--- src/hw/rtl/tsr_pkg.sv ---
// Package for the serial trackball report core: payload types, constants and
// the movement code functions. It depends on nothing else.
package tsr_pkg;

    localparam int STREAM_BITS = 32;
    localparam int MASK_BITS = 23;

    typedef logic [STREAM_BITS-1:0] stream_t;
    typedef logic [MASK_BITS-1:0] mask_t;
    typedef logic [1:0] cfg_index_t;
    typedef logic signed [9:0] delta_t;

    localparam cfg_index_t CFG_CONNECTED = 2'd0;
    localparam cfg_index_t CFG_REVERSED = 2'd1;
    localparam cfg_index_t CFG_LOWSPEED = 2'd2;

    localparam mask_t CONNECTED_RESET = 23'h080000;
    localparam mask_t REVERSED_RESET = 23'h020000;
    localparam mask_t LOWSPEED_RESET = 23'h040000;
    localparam logic [15:0] REPORT_IDLE = 16'hFF00;

    localparam logic [7:0] X_MAX = 8'd255;
    localparam logic [7:0] Y_MAX = 8'd239;

    localparam delta_t THR_NORMAL [5] = '{10'sd0, 10'sd4, 10'sd8, 10'sd16, 10'sd24};
    localparam delta_t THR_LOW [5] = '{10'sd1, 10'sd16, 10'sd32, 10'sd48, 10'sd56};

    localparam logic OP_WRITE = 1'b0;
    localparam logic OP_READ = 1'b1;

    typedef struct packed {
        logic        op;
        logic        port_select;
        logic [7:0]  write_data;
        logic        sample_valid;
        logic [7:0]  buttons;
        logic [11:0] pos_x;
        logic [11:0] pos_y;
        logic        rev_request;
        logic        slow_request;
    } in_item_t;

    typedef struct packed {
        logic [1:0] read_value;
    } out_item_t;

    // Level of a delta magnitude against the table: 1 to 5, growing with the magnitude;
    // the dead zone is checked in x_code before this is called.
    function automatic logic [2:0] level(input delta_t mag, input logic low);
        delta_t t1;
        delta_t t2;
        delta_t t3;
        delta_t t4;
        t1 = low ? THR_LOW[1] : THR_NORMAL[1];
        t2 = low ? THR_LOW[2] : THR_NORMAL[2];
        t3 = low ? THR_LOW[3] : THR_NORMAL[3];
        t4 = low ? THR_LOW[4] : THR_NORMAL[4];
        if (mag >= t4)
            return 3'd5;
        else if (mag >= t3)
            return 3'd4;
        else if (mag >= t2)
            return 3'd3;
        else if (mag >= t1)
            return 3'd2;
        else
            return 3'd1;
    endfunction

    function automatic logic [3:0] x_code(input delta_t d, input logic low);
        delta_t t0;
        logic [2:0] lv;
        t0 = low ? THR_LOW[0] : THR_NORMAL[0];
        if (d > t0) begin
            lv = level(d, low);
            case (lv)
                3'd5:    return 4'h1;
                3'd4:    return 4'h9;
                3'd3:    return 4'h5;
                3'd2:    return 4'h3;
                default: return 4'h7;
            endcase
        end else if (d < -t0) begin
            lv = level(-d, low);
            case (lv)
                3'd5:    return 4'h6;
                3'd4:    return 4'h2;
                3'd3:    return 4'h4;
                3'd2:    return 4'h8;
                default: return 4'h0;
            endcase
        end
        return 4'hF;
    endfunction

    // The Y code is the X code of the opposite direction.
    function automatic logic [3:0] y_code(input delta_t d, input logic low);
        return x_code(-d, low);
    endfunction

endpackage

--- src/hw/rtl/tsr_ifs.sv ---
// Handshake channels of the serial trackball report core: input items,
// result items and configuration writes. Depends on tsr_pkg.
interface tsr_in_if;
    logic              valid;
    logic              ready;
    tsr_pkg::in_item_t data;

    modport source (output valid, output data, input ready);
    modport sink (input valid, input data, output ready);
endinterface

interface tsr_out_if;
    logic               valid;
    logic               ready;
    tsr_pkg::out_item_t data;

    modport source (output valid, output data, input ready);
    modport sink (input valid, input data, output ready);
endinterface

interface tsr_cfg_if;
    logic                valid;
    logic                ready;
    tsr_pkg::cfg_index_t index;
    tsr_pkg::mask_t      data;

    modport source (output valid, output index, output data, input ready);
    modport sink (input valid, input index, input data, output ready);
endinterface

--- src/hw/rtl/trackball_serial_report_core.sv ---
// Serial trackball controller port: strobe latch, report builder and shift stream.
// Depends on tsr_pkg and the channel interfaces in tsr_ifs.sv.
//
//   channel  | direction | payload
//   in_ch    | sink      | op, port_select, write_data, sample, buttons, positions, modes
//   out_ch   | source    | read_value
//   cfg      | sink      | index, data (23-bit flag mask)
//
// Each item is handled in the cycle it is accepted, so one item per cycle is taken.
// A read leaves its result in an output register; the input stalls only while that
// register is full and not being taken. Writes produce no result.
// Configuration writes are always accepted and apply to the next report built.
// Reset clears the strobe, stream and positions and loads the idle report.
module trackball_serial_report_core (
    input  logic       clk,
    input  logic       rst_n,
    tsr_in_if.sink     in_ch,
    tsr_out_if.source  out_ch,
    tsr_cfg_if.sink    cfg
);

    tsr_pkg::mask_t   connected_reg;
    tsr_pkg::mask_t   reversed_reg;
    tsr_pkg::mask_t   lowspeed_reg;
    logic             strobe_reg;
    tsr_pkg::stream_t stream_reg;
    tsr_pkg::stream_t stream_next;
    tsr_pkg::stream_t report_reg;
    tsr_pkg::stream_t report_next;
    logic [7:0]       last_x_reg;
    logic [7:0]       last_x_next;
    logic [7:0]       last_y_reg;
    logic [7:0]       last_y_next;
    logic             out_valid_reg;
    logic             out_valid_next;
    logic [1:0]       read_value_reg;
    logic [1:0]       read_value_next;

    logic             in_fire;
    logic             is_read;
    logic             falling;
    logic [7:0]       new_x;
    logic [7:0]       new_y;
    tsr_pkg::delta_t  dx;
    tsr_pkg::delta_t  dy;
    tsr_pkg::mask_t   bits;
    tsr_pkg::stream_t built;

    assign in_ch.ready = !out_valid_reg || out_ch.ready;
    assign in_fire = in_ch.valid && in_ch.ready;
    assign is_read = in_ch.data.op == tsr_pkg::OP_READ;
    assign falling = !is_read && strobe_reg && !in_ch.data.write_data[0];
    assign cfg.ready = 1'b1;

    assign out_ch.valid = out_valid_reg;
    assign out_ch.data.read_value = read_value_reg;

    always_comb
    begin
        new_x = (in_ch.data.pos_x > 12'(tsr_pkg::X_MAX)) ? tsr_pkg::X_MAX
                                                        : in_ch.data.pos_x[7:0];
        new_y = (in_ch.data.pos_y > 12'(tsr_pkg::Y_MAX)) ? tsr_pkg::Y_MAX
                                                        : in_ch.data.pos_y[7:0];
        dx = tsr_pkg::delta_t'({2'b00, last_x_reg}) - tsr_pkg::delta_t'({2'b00, new_x});
        dy = tsr_pkg::delta_t'({2'b00, last_y_reg}) - tsr_pkg::delta_t'({2'b00, new_y});
        bits = {15'd0, in_ch.data.buttons} | connected_reg
             | (in_ch.data.rev_request ? reversed_reg : '0)
             | (in_ch.data.slow_request ? lowspeed_reg : '0)
             | {7'd0, tsr_pkg::y_code(dy, in_ch.data.slow_request),
                tsr_pkg::x_code(dx, in_ch.data.slow_request), 8'd0};
        built = tsr_pkg::STREAM_BITS'({bits, 1'b0});
    end

    always_comb
    begin
        stream_next = stream_reg;
        report_next = report_reg;
        last_x_next = last_x_reg;
        last_y_next = last_y_reg;
        out_valid_next = out_valid_reg && !out_ch.ready;
        read_value_next = read_value_reg;
        if (in_fire) begin
            if (is_read) begin
                out_valid_next = 1'b1;
                if (!in_ch.data.port_select) begin
                    read_value_next = {stream_reg[1], 1'b0};
                    stream_next = stream_reg >> 1;
                end else begin
                    read_value_next = 2'b00;
                end
            end else if (falling) begin
                if (in_ch.data.sample_valid) begin
                    report_next = built;
                    last_x_next = new_x;
                    last_y_next = new_y;
                end
                stream_next = report_next;
            end
        end
    end

    always_ff @(posedge clk or negedge rst_n)
    begin
        if (!rst_n) begin
            connected_reg <= tsr_pkg::CONNECTED_RESET;
            reversed_reg <= tsr_pkg::REVERSED_RESET;
            lowspeed_reg <= tsr_pkg::LOWSPEED_RESET;
            strobe_reg <= 1'b0;
            stream_reg <= '0;
            report_reg <= tsr_pkg::STREAM_BITS'({7'd0, tsr_pkg::REPORT_IDLE}
                                                 | tsr_pkg::CONNECTED_RESET);
            last_x_reg <= '0;
            last_y_reg <= '0;
            out_valid_reg <= 1'b0;
        end else begin
            if (cfg.valid) begin
                case (cfg.index)
                    tsr_pkg::CFG_CONNECTED: connected_reg <= cfg.data;
                    tsr_pkg::CFG_REVERSED:  reversed_reg <= cfg.data;
                    tsr_pkg::CFG_LOWSPEED:  lowspeed_reg <= cfg.data;
                    default:                ;
                endcase
            end
            if (in_fire && !is_read)
                strobe_reg <= in_ch.data.write_data[0];
            stream_reg <= stream_next;
            report_reg <= report_next;
            last_x_reg <= last_x_next;
            last_y_reg <= last_y_next;
            out_valid_reg <= out_valid_next;
        end
    end

    always_ff @(posedge clk)
    begin
        read_value_reg <= read_value_next;
    end

`ifndef SYNTHESIS
    a_read_shifts: assert property (@(posedge clk) disable iff (!rst_n)
        in_fire && is_read && !in_ch.data.port_select
        |=> stream_reg == ($past(stream_reg) >> 1))
        else $error("stream did not shift on a port 0 read");

    a_reload: assert property (@(posedge clk) disable iff (!rst_n)
        in_fire && falling |=> stream_reg == report_reg)
        else $error("stream did not reload from the report on a falling strobe");

    a_write_silent: assert property (@(posedge clk) disable iff (!rst_n)
        in_fire && !is_read |=> !out_valid_reg)
        else $error("a write produced a result");

    a_read_even: assert property (@(posedge clk) disable iff (!rst_n)
        out_valid_reg |-> !read_value_reg[0])
        else $error("read value has bit 0 set");

    a_y_clamped: assert property (@(posedge clk) disable iff (!rst_n)
        last_y_reg <= tsr_pkg::Y_MAX)
        else $error("stored Y position exceeds its clamp");
`endif

endmodule
--- src/flat_wrapper.sv ---
// flat-port wrapper written by rule: the top's interface ports become plain ports
module trackball_serial_report_core_flat 
  (clk, rst_n, in_ch_valid, in_ch_data, in_ch_ready, out_ch_valid, out_ch_data, out_ch_ready, cfg_valid, cfg_index, cfg_data, cfg_ready);
  tsr_in_if in_ch_i ();
  tsr_out_if out_ch_i ();
  tsr_cfg_if cfg_i ();
  input  logic clk;
  input  logic rst_n;
  input wire logic [$bits(in_ch_i.valid)-1:0] in_ch_valid;
  input wire logic [$bits(in_ch_i.data)-1:0] in_ch_data;
  output wire logic [$bits(in_ch_i.ready)-1:0] in_ch_ready;
  output wire logic [$bits(out_ch_i.valid)-1:0] out_ch_valid;
  output wire logic [$bits(out_ch_i.data)-1:0] out_ch_data;
  input wire logic [$bits(out_ch_i.ready)-1:0] out_ch_ready;
  input wire logic [$bits(cfg_i.valid)-1:0] cfg_valid;
  input wire logic [$bits(cfg_i.index)-1:0] cfg_index;
  input wire logic [$bits(cfg_i.data)-1:0] cfg_data;
  output wire logic [$bits(cfg_i.ready)-1:0] cfg_ready;
  assign in_ch_i.valid = in_ch_valid;
  assign in_ch_i.data = in_ch_data;
  assign in_ch_ready = in_ch_i.ready;
  assign out_ch_valid = out_ch_i.valid;
  assign out_ch_data = out_ch_i.data;
  assign out_ch_i.ready = out_ch_ready;
  assign cfg_i.valid = cfg_valid;
  assign cfg_i.index = cfg_index;
  assign cfg_i.data = cfg_data;
  assign cfg_ready = cfg_i.ready;
  trackball_serial_report_core u_core (.clk(clk), .rst_n(rst_n), .in_ch(in_ch_i), .out_ch(out_ch_i), .cfg(cfg_i));
endmodule
--- config.mk ---
export PLATFORM = sky130hd
export DESIGN_NAME = trackball_serial_report_core_flat
export DESIGN_NICKNAME = d
export VERILOG_FILES = /design/src/hw/rtl/tsr_pkg.sv /design/src/hw/rtl/tsr_ifs.sv /design/src/hw/rtl/trackball_serial_report_core.sv /design/src/flat_wrapper.sv
export SDC_FILE = /design/constraint.sdc
export NUM_CORES = 1
export LEC_CHECK = 0
export BUFFER_PORTS_ARGS = -buffer_cell sky130_fd_sc_hd__buf_2
export CORE_UTILIZATION = 57
export CTS_CLUSTER_SIZE = 8
export DETAILED_ROUTE_END_ITERATION = 6
export GPL_TIMING_DRIVEN = 1
export PLACE_DENSITY = 0.78
export SLEW_MARGIN = 20
export SYNTH_ARGS = -nofsm -noshare
export SYNTH_HDL_FRONTEND = slang
export SYNTH_SLANG_ARGS = --single-unit
--- constraint.sdc ---
create_clock -name clk -period 6.9 [get_ports clk]
set_input_delay 2.07 -clock clk [delete_from_list [all_inputs] [get_ports clk]]
set_output_delay 2.07 -clock clk [all_outputs]
set_load 0.1 [all_outputs]
Yosys cells after proc, flatten, opt, wreduce, memory -nomap -nowiden:

Index checks and enable logic that the tools add are counted.

* bits in registers: 153
* bits of input ports: 75
* output and inout port bits: 5
* word-level logic and storage cells: 133

* add/sub/neg operators: 6
* magnitude comparators: 22
* equality and inequality tests: 19
* muxes and demuxes: 51
* bitwise operators: 5
* reductions and logical operators: 19

Operators with widths (number)
* 32-bit two-way mux: 4
* 10-bit greater-or-equal comparator: 8
* 4-bit one-hot mux with 4 select lines: 4
* 10-bit by 7-bit greater-or-equal comparator with 1-bit output: 6
* 3-bit two-way mux: 18
* 23-bit two-way mux: 2
* 23-bit OR: 2
* 10-bit negation: 4
* 3-bit by 2-bit equality test with 1-bit output, second input constant: 8
* 3-bit equality test, second input constant: 8
* 12-bit by 8-bit > comparator with 1-bit output, second input constant: 2
* 4-bit two-way mux: 6
* 23-bit by 16-bit OR with 23-bit output: 1
* 8-bit by 23-bit OR with 23-bit output: 1
* 10-bit by 6-bit greater-or-equal comparator with 1-bit output: 2
* 10-bit > comparator: 2
* 10-bit < comparator: 2
* 6-bit two-way mux: 3
* 8-bit by 8-bit subtractor with 9-bit output: 2
* 8-bit two-way mux: 2
* 2-bit two-way mux: 4
* 2-bit AND reduction: 4
* 1-bit two-way mux: 7
* 3-bit AND reduction: 2
* 11 further kinds: 18

Longest topological paths before layout:

Gate-level depths: netlist of run 1.

* depth in word-level cells: 21
* depth in mapped cells: 24
* gate-level depth less buffers: 22

Worst setup path before layout of run 1:

Ideal clock, no wire load.

* path type: input-to-reg
* start: in in_ch_data[13]
* end: reg u_core.stream_reg[13]
* setup time: 119 ps
* data arrival time: 6758 ps
* data required time: 6781 ps
* slack: 23 ps
* cell stages on the path: 23
* path through: or4_4 -> buf_6 -> or3_2 -> ha_1 -> inv_1 -> fa_1 -> inv_1 -> ha_1 -> clkbuf_1 -> nand4_1 -> and2_1 -> a2111o_1 -> nand2_1 -> ha_1 -> o21a_1 -> o21ai_0 -> a21oi_1 -> o21ai_0 -> a31oi_1 -> or2_1 -> nor4_2 -> o311ai_1 -> o21a_1

* longest elaborated chain between the ends: 12
* elaborated cells between the ends (all ways): 14
* those cells by class: add/sub (2); order compare (3); mux (8); bitwise (1)

Ends and longest elaborated chain
* from (decl): line flat_wrapper.sv:10 `input wire logic [$bits(in_ch_i.data)-1:0] in_ch_data;`
* 12-bit by 8-bit > comparator with 1-bit output *: line trackball_serial_report_core.sv:62 `new_y = (in_ch.data.pos_y > 12'(tsr_pkg::Y_MAX)) ? tsr_pkg::Y_MAX`
* 8-bit two-way mux *: line trackball_serial_report_core.sv:62
* net u_core.new_y[0]: line trackball_serial_report_core.sv:43 `logic [7:0] new_y;`
* 8-bit by 8-bit subtractor with 9-bit output *: line trackball_serial_report_core.sv:65 `dy = tsr_pkg::delta_t'({2'b00, last_y_reg}) - tsr_pkg::delta_t'({2'b00, new_y});`
* 10-bit negation *: line tsr_pkg.sv:98 `return x_code(-d, low);`
* 10-bit < comparator: line tsr_pkg.sv:83 `end else if (d < -t0) begin`
* 1-bit two-way mux: line tsr_pkg.sv:83
* 1-bit two-way mux: line tsr_pkg.sv:74 `if (d > t0) begin`
* 4-bit two-way mux *: line tsr_pkg.sv:93 `return 4'hF;`
* 23-bit by 16-bit OR with 23-bit output *: line trackball_serial_report_core.sv:69 `| {7'd0, tsr_pkg::y_code(dy, in_ch.data.slow_request),`
* 32-bit two-way mux *: line trackball_serial_report_core.sv:92 `if (in_ch.data.sample_valid) begin`
* 32-bit two-way mux *: line trackball_serial_report_core.sv:91 `end else if (falling) begin`
* 32-bit two-way mux *: line trackball_serial_report_core.sv:83 `if (is_read) begin`
* to (signal assigned): line trackball_serial_report_core.sv:126 `stream_reg <= stream_next;`
* to (decl): line trackball_serial_report_core.sv:26 `tsr_pkg::stream_t stream_reg;`

Mark *: on every way through the listed nets, which the timed path passes. The rest lies on a longest branch. The select of a mux whose other input is x is not followed.
A chain may end at the register's enable or synchronous reset.

Worst setup path in the final report of run 1:

Ends and elaborated chain as after synthesis.

==> metrics, run 1 <==
Synth Area in Compound Gates=17.93%; Critical Path RT=7.22 ns; row cnt=45; placer congestion estimate=0.8385; Post-synth top cells=dfrtp_1, nand2_1, nor2_1; Post-Synth Simple-Gate Area=16.85%; flop-to-flop setup slack=2.49 ns; crit end category=flop; post-synthesis mux area share=10.09%; CP Launch Type=primary input; Util after Layout=66.54%; CTS tree=done; relative slew slack=30.02%; clk_skew=0.009303 ns; Core ar.=15,260 sq um; postcts setup bufs=0; PortBufs=70; first-pass GRT wire length=33.44 mm; Async SR Flop Fraction=99.33%; DRC=0; Power Density=339.8 nW/um^2; post-route ant nets=0; Syn Inst Count=921; period utilisation layout=95.36%; Worst path max stage delay=0.54 ns; detailed-route via count=7,068; critical-path cell list=buf_2 > or4_4 > or3_2 > ha_1 > inv_1 > fa_1 > inv_1 > ha_1 > nand2_1 > o211ai_1 > o21ai_1 > a2111o_1 > nand2_1 > ha_1 > o21a_1 > o21ai_0 > a21oi_1 > o21ai_0 > a31oi_1 > or2_1 > nor4_4 > o311ai_1 > o21a_1; # IOs=80; fin crit period=6.580 ns; Synth area leaders=dfrtp_1, mux2_2, ha_1, nand2_1, o21ai_0; Via density=5.793; EDFF count, synth=1; final hold violations=0; hold_sp=u_core.stream_reg[1]; layout net count=1,121; total track usage=25.97%; Worst Tran Pin Value=1.047 ns; Initial Util=58.43%; DRT iter0 DRCs=347; combinational family with the most area after synthesis=compound AO/OA/AOI/OAI gates; WS Path Type=primary input to flop; DP HPWL=13.00 mm; hold path depth=2; top-count cell post-synth=dfrtp_1; Worst-Skew Late Latency=0.43 ns; total CTS buffers=17; share of layout cells above drive strength 1=23.91%; die area=16,150 sq um; Post-Syn Nets=1,046; setup_tns=0 ns; sequential share of the synthesized area=42.32%; maxcap violations=0; Fmax=0.1520 GHz; Worst Reg-to-Reg Cells=21; area leader, netlist=dfrtp_1; clock sink count=150; Post-synth top flop=dfrtp_1; Worst path slowest cell=or4_4; synthesized area=8916 sq um; CP dominant cell by count=ha_1; initial antenna violation count=1; largest net degree at the start of global routing=88; pins over their slew limit=0; Worst Hold End=u_core.stream_reg[1]; clk slew on worst S/H paths=0.06 ns; Post-Synth XOR/XNOR Area=2.049%; Total Routed Length=19.22 mm; Worst EP arrival=6.90 ns; clock tree buffer depth=2; Synth top area share=38.45%; H-Tree Depth=4; Hold WC Path Type=flop to flop; warning count from the yosys run=0; outcome=finished clean; first drt pass iteration count=5; Finish-stage setup viols=0; Root Buffer Master=clkbuf_16; Avg Cell Area, Syn=9.681 sq um; Worst Hold Slack=0.4685 ns; Pwr Total=3.450 mW; adder-cell share of the synthesized area=7.297%; P_leak=4.621 nW; area grow syn2layout=13.86%; flip-flop and latch count after synthesis=150; vias in the first global route=7,085; unrepaired setup endpoints after global routing=no; Reg-to-Reg Start=u_core.last_y_reg[0]; Die H=127.1 um; Die Wd=127.1 um; gr ovfl total=0; post-synth cell types=86; terminus of the critical flop-to-flop path=u_core.stream_reg[13]; VDD IR max=338.8 uV; Routed WL per cell=15.75 um; crit path max fanout=5
## power breakdown
| part | leakage, nW | total [mW] | internal [mW] | switching, mW |
|---|---|---|---|---|
| clock network | 0.253 | 0.872 | 0.506 | 0.366 |
| registers | 1.82 | 1.23 | 1.11 | 0.120 |
| logic | 2.55 | 1.35 | 0.587 | 0.760 |
## repair_timing
| action | 4_1_cts | 5_1_grt |
|---|---|---|
| hold buffers | 0 | 0 |
| setup endpoints to repair | 0 | 1 |
| gates resized for setup | 0 | 2 |
## cell type report
type | count | area [sq um]
clock inverters | 9 | 95.09
well taps | 211 | 264.0
diodes | 1 | 2.502
fillers | 1222 | 5106
multi-input cells | 696 | 4872
inverters | 33 | 123.9
flip-flops and latches | 150 | 3774
clock buffers | 22 | 454.2
repair buffers | 98 | 566.8
## worst max-delay path: cells and delay by family
family                   cells  cell delay, ns
AND/OR/NAND/NOR              6            1.83
AO/OA/AOI/OAI               10            1.66
adder cells (fa/ha/maj)      4            1.09
buffers and inverters        3            0.26
## cell families after synthesis
kind of cell / after synthesis
mux: 81
simple gates: 307
fa+ha+maj: 51
flops: 150
xor+xnor: 20
compound gates: 235
buf+inv: 75
other cells: 2
## per-layer routing
metal  vias up  track usage (%)  wire (um)
li1       3476                -          -
met1      3440            33.75       9001
met2       120            43.70       9195
met3        30            5.611        676
met4         2            7.843        330
met5         -                0         13
## worst max path at each step
| stage | end | depth (start not counted) | slack (ns) | start |
|---|---|---|---|---|
| floorplan | u_core.stream_reg[13] | 23 | 0.02 | in_ch_data[13] |
| global placement | u_core.stream_reg[13] | 23 | -0.05 | in_ch_data[13] |
| detailed placement | u_core.stream_reg[13] | 23 | -0.13 | in_ch_data[13] |
| CTS | u_core.stream_reg[13] | 23 | 0.24 | in_ch_data[13] |
| global route | u_core.stream_reg[13] | 23 | 0.009 | in_ch_data[13] |
| finish | u_core.stream_reg[13] | 23 | 0.32 | in_ch_data[13] |
## cells in the final DEF, fill, tap and decap left out, types with 4 or more instances in the layout
master,instances
nand2b_1,4
clkbuf_16,17
clkinvlp_4,4
a22o_1,8
nor4_1,5
a21oi_1,43
clkbuf_1,4
a211oi_1,9
nor2b_1,9
a221oi_1,8
o31a_1,5
ha_1,48
and2_1,12
inv_1,33
dfstp_2,12
mux2i_1,10
and3_1,15
a31oi_1,15
nand3b_1,5
xor2_1,7
o21a_1,15
a21o_1,8
o211ai_1,6
o21ai_1,4
or3_1,6
nand3_1,13
nand4_1,8
nand2_1,109
nor3_1,14
a21oi_2,4
nor2_1,75
mux2_2,71
xnor2_1,12
buf_4,28
a21boi_0,7
dfrtp_1,137
buf_2,69
o21ai_0,67
## per-stage QoR
| stage | setup WS, ns | cells | area (sq um) |
|---|---|---|---|
| 2_1_floorplan | 0.02318 | 921 | 8916 |
| 3_3_place_gp | -0.04517 | 1188 | 9589 |
| 3_5_place_dp | -0.1333 | 1188 | 9589 |
| 4_1_cts | 0.2409 | 1219 | 10140 |
| 5_1_grt | 0.008808 | 1219 | 10150 |
| 6_report | 0.3203 | 1220 | 10150 |
(Power assumes the default switching activity.)
==> run 2: changes to the inputs <==
--- a/config.mk
+++ b/config.mk
@@ -6,11 +6,12 @@
 export NUM_CORES = 1
 export LEC_CHECK = 0
 export BUFFER_PORTS_ARGS = -buffer_cell sky130_fd_sc_hd__buf_2
-export CORE_UTILIZATION = 57
+export CORE_UTILIZATION = 55
 export CTS_CLUSTER_SIZE = 8
 export DETAILED_ROUTE_END_ITERATION = 6
 export GPL_TIMING_DRIVEN = 1
-export PLACE_DENSITY = 0.78
+export PLACE_DENSITY = 0.79
+export SETUP_SLACK_MARGIN = 0.5
 export SLEW_MARGIN = 20
 export SYNTH_ARGS = -nofsm -noshare
 export SYNTH_HDL_FRONTEND = slang
==> constraint.sdc (replaced) <==
create_clock -name clk -period 5.66 [get_ports clk]
set_input_delay 1.698 -clock clk [delete_from_list [all_inputs] [get_ports clk]]
set_output_delay 1.698 -clock clk [all_outputs]
set_load 0.1 [all_outputs]
==> run 2 against run 1 <==
  * The flow now finishes with violations (setup timing)
  * Via count increased by 9.6%
  * First-iteration DRC count increased by 48%
  * Utilization increased by 5.3 points
  * Setup slack got worse by 0.40 ns
  * Clock-buffer cell count decreased by 5
  * Sequential share of layout area decreased by 4.0 points
  * Die area increased by 3.6%
  * Largest cell class unchanged
==> metrics, run 2 (synthesis results as in run 1) <==
flop-to-flop setup slack=1.58 ns; clock sink count=150; Finish-stage setup viols=5; maxcap violations=0; DRT iter0 DRCs=512; register area=3774 sq um; terminus of the critical flop-to-flop path=u_core.stream_reg[15]; WS Path Type=primary input to flop; first drt pass iteration count=5; area grow syn2layout=27.60%; DP HPWL=13.97 mm; post-route ant nets=0; Hold WC Path Type=flop to flop; violated checks=setup timing; row cnt=46; P_leak=5.110 nW; CP Launch Type=primary input; final hold violations=0; most frequent cells in the layout=dfrtp_1, nand2_1, buf_4; DRC=0; Initial Util=56.33%; clk slew on worst S/H paths=0.07 ns; first-pass GRT wire length=36.70 mm; Power Density=445.2 nW/um^2; Fmax=0.1743 GHz; crit end category=flop; top sig layer=met4; critical-path cell list=buf_6 > or4_4 > or3_4 > ha_4 > inv_2 > fa_2 > inv_2 > ha_4 > buf_4 > buf_6 > xor2_2 > buf_4 > buf_4 > inv_1 > xnor2_1 > ha_1 > nand2_1 > nand3_1 > a211oi_2 > nor3_2 > nand3_1 > o211ai_1 > a22oi_1 > o21ai_1; Worst path max stage delay=0.52 ns; H-Tree Depth=4; crit path max fanout=5; Routed WL per cell=17.84 um; DP Cell Count=1,250; clk_skew=0.01137 ns; Reg-to-Reg Start=u_core.last_y_reg[0]; Critical Path RT=5.97 ns; CP startpoint=in_ch_data[13]; Hold Buf Count CTS=0; unrepaired setup endpoints after global routing=yes; VDD IR max=333.0 uV; outcome=complete, but fails checks; Worst Tran Pin Value=1.141 ns; Worst path slowest cell=or4_4; WP depth=24; fin crit period=5.738 ns; Die Wd=129.3 um; Final WS setup=-0.07811 ns; clock tree buffer depth=2; total track usage=28.05%; Placed Area=10,110 sq um; Worst-Skew Late Latency=0.43 ns; total CTS buffers=17; vias in the first global route=7,582; Routed met1 length=9.915 mm; cell area after layout=11,380 sq um; metal2 WL=11.44 mm; relative slew slack=23.65%; Util after Layout=71.88%; # IOs=80; largest net degree at the start of global routing=91; CP dominant cell by count=buf_4; share of layout cells above drive strength 1=37.34%; Root Buffer Master=clkbuf_16; PortBufs=70; WL met3=1.045 mm; filler cell count=1,038; Non-Filler Instances=1,300; gr ovfl total=0; Total Routed Length=23.20 mm; pins over their slew limit=0; worst setup path end=u_core.stream_reg[16]; layout net count=1,194; delay-heaviest family, CP=simple AND/OR/NAND/NOR gates; initial antenna violation count=1; placer congestion estimate=0.8473; period utilisation layout=101.4%; most common cell after layout, fill and taps aside=dfrtp_1; Core ar.=15,830 sq um; Worst EP arrival=6.05 ns; multi-input logic area=5465 sq um; Die H=129.3 um; CTS tree=done; Worst Reg-to-Reg Cells=20; die area=16,720 sq um; detailed-route via count=7,746; Via density=5.958; worst path bufs/invs=8
==> run 2: area by class of cell <==
cell class	count	area share, %
Multi-Input combinational cell	696	48.04
Sequential cell	150	33.17
Timing Repair Buffer	171	10.12
Clock buffer	17	3.739
Tap cell	216	2.375
Clock inverter	15	1.430
Inverter	33	1.089
Antenna cell	2	0.04399
==> run 2: repair_timing <==
item                       4_1_cts  5_1_grt
buffers inserted                13        2
pin swaps                       33       23
setup endpoints to repair       14       16
gates resized for setup         40       62
==> run 2: worst min-delay path by stage <==
stage | start | to | cells after the start
4_1_cts | u_core.report_reg[8] | u_core.report_reg[8] | 2
3_5_place_dp | u_core.report_reg[8] | u_core.report_reg[8] | 2
6_report | u_core.report_reg[8] | u_core.report_reg[8] | 2
3_3_place_gp | u_core.report_reg[8] | u_core.report_reg[8] | 2
2_1_floorplan | u_core.report_reg[8] | u_core.report_reg[8] | 2
5_1_grt | u_core.report_reg[8] | u_core.report_reg[8] | 2
==> run 2: report_power, final <==
| part | leakage, nW | switching (mW) | total, mW | internal, mW |
|---|---|---|---|---|
| Clock | 0.287 | 0.531 | 1.12 | 0.589 |
| Sequential | 1.82 | 0.157 | 1.51 | 1.35 |
| Combinational | 3.00 | 1.28 | 2.44 | 1.15 |
==> run 2: tightest hold or removal path, stage by stage, from the launching register on <==
cell     delay [ns]
dfstp_2        0.37
nand2_1        0.05
nand2_1        0.05
==> run 2: per-layer routing <==
layer  GRT usage [%]  vias to the layer above
met5               0                        -
met4           10.10                        0
met3           5.698                       65
met2           47.00                      222
met1           36.08                     3833
li1                -                     3626
==> run 2: stage by stage <==
| step | total power, mW | hold WS (ns) | TNS, ns | setup slack [ns] |
|---|---|---|---|---|
| global route | 5.356 | 0.4816 | -1.382 | -0.2762 |
| CTS | 4.723 | 0.4643 | -0.006571 | -0.006571 |
| global placement | 3.314 | 0.4485 | -2.804 | -0.4350 |
| finish | 5.065 | 0.4655 | -0.2039 | -0.07811 |
| detailed placement | 3.399 | 0.4545 | -3.449 | -0.5034 |
| floorplan | 2.750 | 0.4391 | -1.840 | -0.3475 |
